===== src/iftfc_pkg.sv =====
// Shared types and constants for the IPv4 five-tuple flow counter.
package iftfc_pkg;

  // Result status codes.
  localparam logic [2:0] ST_UPDATED   = 3'd0;
  localparam logic [2:0] ST_INSERTED  = 3'd1;
  localparam logic [2:0] ST_FULL      = 3'd2;
  localparam logic [2:0] ST_DISABLED  = 3'd3;
  localparam logic [2:0] ST_NOT_IPV4  = 3'd4;
  localparam logic [2:0] ST_TRUNCATED = 3'd5;

  // Header byte offsets and protocol constants.
  localparam int unsigned ETYPE_HI   = 12;
  localparam int unsigned ETYPE_LO   = 13;
  localparam int unsigned IHL_POS    = 14;
  localparam int unsigned PROTO_POS  = 23;
  localparam int unsigned SADDR_POS  = 26;
  localparam int unsigned DADDR_POS  = 30;
  localparam int unsigned ETH_MIN    = 14;
  localparam int unsigned IPV4_MIN   = 34;
  localparam logic [15:0] ETYPE_IPV4 = 16'h0800;
  localparam logic [7:0]  PROTO_TCP  = 8'd6;
  localparam logic [7:0]  PROTO_UDP  = 8'd17;
  localparam logic [7:0]  TCP_NEED   = 8'd20;
  localparam logic [7:0]  UDP_NEED   = 8'd8;

  typedef struct packed {
    logic [7:0]  data_byte;
    logic        last_byte;
    logic [15:0] frame_length;
    logic [63:0] timestamp;
  } in_beat_t;

  typedef struct packed {
    logic [2:0]  status;
    logic [11:0] entry_index;
    logic [63:0] packet_count;
    logic [63:0] byte_count;
    logic [63:0] seen_time;
    logic [31:0] source_address;
    logic [31:0] destination_address;
    logic [15:0] source_port;
    logic [15:0] destination_port;
    logic [7:0]  protocol;
  } out_beat_t;

  typedef struct packed {
    logic [31:0] sa;
    logic [31:0] da;
    logic [15:0] sp;
    logic [15:0] dp;
    logic [7:0]  pr;
  } tuple_t;

  typedef struct packed {
    tuple_t      key;
    logic [63:0] pkts;
    logic [63:0] bytes;
    logic [63:0] seen;
  } flow_row_t;

  // Controller to datapath commands.
  typedef struct packed {
    logic accept;
    logic check;
    logic search;
    logic settle;
    logic commit;
  } ctl_cmd_t;

  // Datapath to controller status.
  typedef struct packed {
    logic parse_ok;
    logic hit;
    logic miss;
    logic out_free;
  } dp_stat_t;

endpackage


===== src/iftfc_ctrl.sv =====
// Controller state machine for the flow counter.
module iftfc_ctrl (
  input  logic               clk,
  input  logic               rst_n,
  input  logic               in_valid,
  input  logic               in_last,
  input  iftfc_pkg::dp_stat_t st,
  output iftfc_pkg::ctl_cmd_t cmd,
  output logic               in_stall
);

  localparam logic [1:0] S_IDLE   = 2'd0;
  localparam logic [1:0] S_CHECK  = 2'd1;
  localparam logic [1:0] S_SEARCH = 2'd2;
  localparam logic [1:0] S_COMMIT = 2'd3;

  logic [1:0] state_r, state_nxt;

  assign in_stall = (state_r != S_IDLE);

  // Next state and commands.
  always_comb begin
    state_nxt  = state_r;
    cmd        = '0;
    unique case (state_r)
      S_IDLE: begin
        cmd.accept = in_valid;
        if (in_valid && in_last) begin
          state_nxt = S_CHECK;
        end
      end
      S_CHECK: begin
        cmd.check = 1'b1;
        state_nxt = st.parse_ok ? S_SEARCH : S_COMMIT;
      end
      S_SEARCH: begin
        cmd.search = 1'b1;
        if (st.hit || st.miss) begin
          cmd.settle = 1'b1;
          state_nxt  = S_COMMIT;
        end
      end
      S_COMMIT: begin
        if (st.out_free) begin
          cmd.commit = 1'b1;
          state_nxt  = S_IDLE;
        end
      end
      default: state_nxt = S_IDLE;
    endcase
  end

  always_ff @(posedge clk) begin
    if (!rst_n) begin
      state_r <= S_IDLE;
    end else begin
      state_r <= state_nxt;
    end
  end

  // Checks.
  a_no_accept_busy: assert property (@(posedge clk) disable iff (!rst_n)
    state_r != S_IDLE |-> !cmd.accept) else $error("beat taken while busy");
  a_check_one: assert property (@(posedge clk) disable iff (!rst_n)
    state_r == S_CHECK |=> state_r == S_SEARCH || state_r == S_COMMIT)
    else $error("check state lingered");
  a_commit_idle: assert property (@(posedge clk) disable iff (!rst_n)
    cmd.commit |=> state_r == S_IDLE) else $error("commit did not end the frame");

endmodule


===== config.mk =====
export PLATFORM = sky130hd
export DESIGN_NAME = iftfc_ctrl
export DESIGN_NICKNAME = d
export VERILOG_FILES = /design/src/iftfc_pkg.sv /design/src/iftfc_ctrl.sv
export SDC_FILE = /design/constraint.sdc
export NUM_CORES = 1
export LEC_CHECK = 0
export BUFFER_PORTS_ARGS = -buffer_cell sky130_fd_sc_hd__buf_2
export CORE_AREA = 2 2 39 41
export CTS_CLUSTER_DIAMETER = 40
export DETAILED_ROUTE_END_ITERATION = 7
export DIE_AREA = 0 0 41 43
export PLACE_DENSITY_LB_ADDON = 0.1
export SLEW_MARGIN = 20
export SYNTH_ARGS = -nofsm -noshare
export SYNTH_HDL_FRONTEND = slang
export SYNTH_SLANG_ARGS = --single-unit

===== constraint.sdc =====
create_clock -name clk -period 3.9 [get_ports clk]
set_input_delay 0.39 -clock clk [delete_from_list [all_inputs] [get_ports clk]]
set_output_delay 0.39 -clock clk [all_outputs]
set_load 0.1 [all_outputs]

==> results.py <==
metrics = {
    "finish": {
        "final_layout_size_suffix_gt1_share_pct": 41.5,
        "final_common_cell": "buf_2",
        "largest_reg_flops": 2,
        "reg.largest.list": "state_r: 2 flops",
        "fin_nets": 56,
        "largest_register": "state_r",
        "layoutNonFillerInstCount": 57,
        "syn_to_final_growth_pct": 51.5,
        "antennaDiodeCount": 0,
        "postLayoutCoreUtil_pct": 22.9,
        "final_cell_mix": "buf_2, ha_1, inv_1, nand2_1, clkbuf_4",
    },
    "min_path": {
        "hold_class": "in2reg",
    },
    "synthesis": {
        "synthesis.instances": 25,
        "ys.warnings.count": 0,
        "synth_seq_cells": 2,
        "ys_types": 12,
        "syn_avg_cell_area_sq_um": 8.36,
        "postSynthNetCount": 38,
        "syn_area_sq_um": 209,
        "synth-seq-area-share_pct": 19.2,
    },
    "timing": {
        "finClkSkew_ns": 0.000479,
        "worst_pin_slew_ns": 0.533,
        "timing.fmax_mhz": 544,
        "relSlewSlack_pct": 64.5,
        "finalSetupViolCount": 0,
        "tns_ns": 0,
        "fin_crit_ns": 1.84,
        "final_max_slew_viol_count": 0,
        "final-hold-violation-count": 0,
        "rsz0062_at_grt": "no",
        "layout_worst_path_cycle_share_pct": 47.2,
    },
    "global_route": {
        "grt_max_degree": 7,
        "antenna_found_initial": 0,
        "grt.total_usage_pct": 6.51,
        "grt_pass1_wl_microns": 703,
        "grt_pass1_vias": 183,
        "gr-total-overflow": 0,
    },
    "place": {
        "globalplace.congestion": 0.712,
        "hpwlAfterDp_microns": 377,
        "port_buffers": 13,
        "dp.cells": 54,
    },
    "setup_path": {
        "critPathArrivalTime_ns": 1.45,
        "cp_num_buf_inv": 3,
        "cp-start-kind": "register",
        "path_max_fanout": 6,
        "path_common_cell": "inv_1",
        "cp.required_ns": 3.51,
        "worst-setup-path-type": "reg2out",
        "critPathSlowestCell": "dfxtp_1",
        "slowest_delay_ns": 0.42,
        "critPathTopFamily": "buffers and inverters",
        "worstPathCellList": "inv_1 > ha_1 > inv_1 > buf_2",
        "crit_path_end_kind": "primary output",
    },
    "floorplan": {
        "io_pins": 14,
        "coreArea_sq_um": 1380,
        "dieArea_sq_um": 1760,
        "start_util_pct": 15.1,
        "placementRows": 14,
        "die_x_microns": 41,
        "die_h_microns": 43,
    },
    "drt": {
        "drtAntennaViolNets": 0,
        "drc": 0,
        "drt_first_iter_violations": 3,
        "routed_wl_microns": 459,
        "post_drt_wl_per_cell_microns": 8.05,
        "via_per_inst": 3.70,
        "detail_route.first_pass.iterations": 4,
        "via_count": 211,
    },
    "clock_network": {
        "cts-root-buf": "clkbuf_4",
        "holdBufCountCts": 0,
        "cts_sinks": 2,
        "clk_latency_ns": 0.22,
        "postCtsSetupBuffers": 0,
        "htreeDepth": 1,
        "path_clk_slew_ns": 0.03,
        "tritoncts": "yes",
        "cts_resized": 0,
        "cts_buffers": 3,
        "clockBufferDepth": 2,
    },
    "flow_run": {
        "maxCapViolCount": 0,
    },
    "outcome": {
        "status": "finished clean",
    },
}
## through the flow
step | cell area, sq um | hold WS, ns | setup slack [ns]
final | 317 | 0.447 | 2.06
after global routing | 317 | 0.449 | 1.95
after CTS | 317 | 0.441 | 2.03
after detailed placement | 294 | 0.522 | 2.27
after global placement | 294 | 0.530 | 2.28
after floorplan | 209 | 0.475 | 0.811
## final timing paths
kind / from / end / slack [ns] / depth (start not counted)
hold reg to reg: state_r[1]$_SDFFE_PN0P_ / state_r[1]$_SDFFE_PN0P_ / 0.52 / 2
setup / recovery: state_r[0]$_SDFFE_PN0P_ / in_stall / 2.06 / 4
setup reg to reg: state_r[0]$_SDFFE_PN0P_ / state_r[1]$_SDFFE_PN0P_ / 2.32 / 4
hold / removal: rst_n / state_r[0]$_SDFFE_PN0P_ / 0.45 / 3
## routing by layer
layer / routed length [microns] / track usage [%] / share of wire (%)
met5: 0 / 0 / 0
met4: 0 / 6.00 / 0
met3: 21 / 4.71 / 4.6
met2: 260 / 8.44 / 57
met1: 176 / 6.37 / 38
## Yosys cell counts (all sizes together)
library cell  n  area share, %
a222oi        1            4.8
and2          2            6.6
and3b         1            4.2
dfxtp         2             19
ha            5             30
inv           4            7.2
mux2i         2            9.6
nand2         4            7.2
nor2          1            1.8
nor2b         2            6.0
o31ai         1            3.6
## cell families (layout without fill, tap and decap cells)
kind of cell / Yosys count / count (layout) / share of synthesized area, %
fa+ha+maj: 5 / 5 / 29.9
buf+inv: 4 / 20 / 7.18
compound gates: 2 / 2 / 8.38
simple gates: 10 / 10 / 25.7
mux: 2 / 2 / 9.58
flops: 2 / 2 / 19.2
## worst reg2reg max path, delay by kind of cell (launching register included)
family,cells,cell delay [ns]
DFF,1,0.42
muxes,1,0.23
buffers and inverters,1,0.11
adders and majority gates,1,0.23
AOI/OAI and AO/OA,1,0.51
## final cells by class
cell class,instances,area (sq um)
well taps,16,20.0
fillers,166,1070
inverters,4,15.0
flip-flops and latches,2,40.0
repair buffers,13,65.1
multi-input cells,19,154
clock buffers,3,22.5
Power is left out: the tool's default activity adds up to more than one toggle a clock period on the data nets, which glitch-free logic cannot reach.
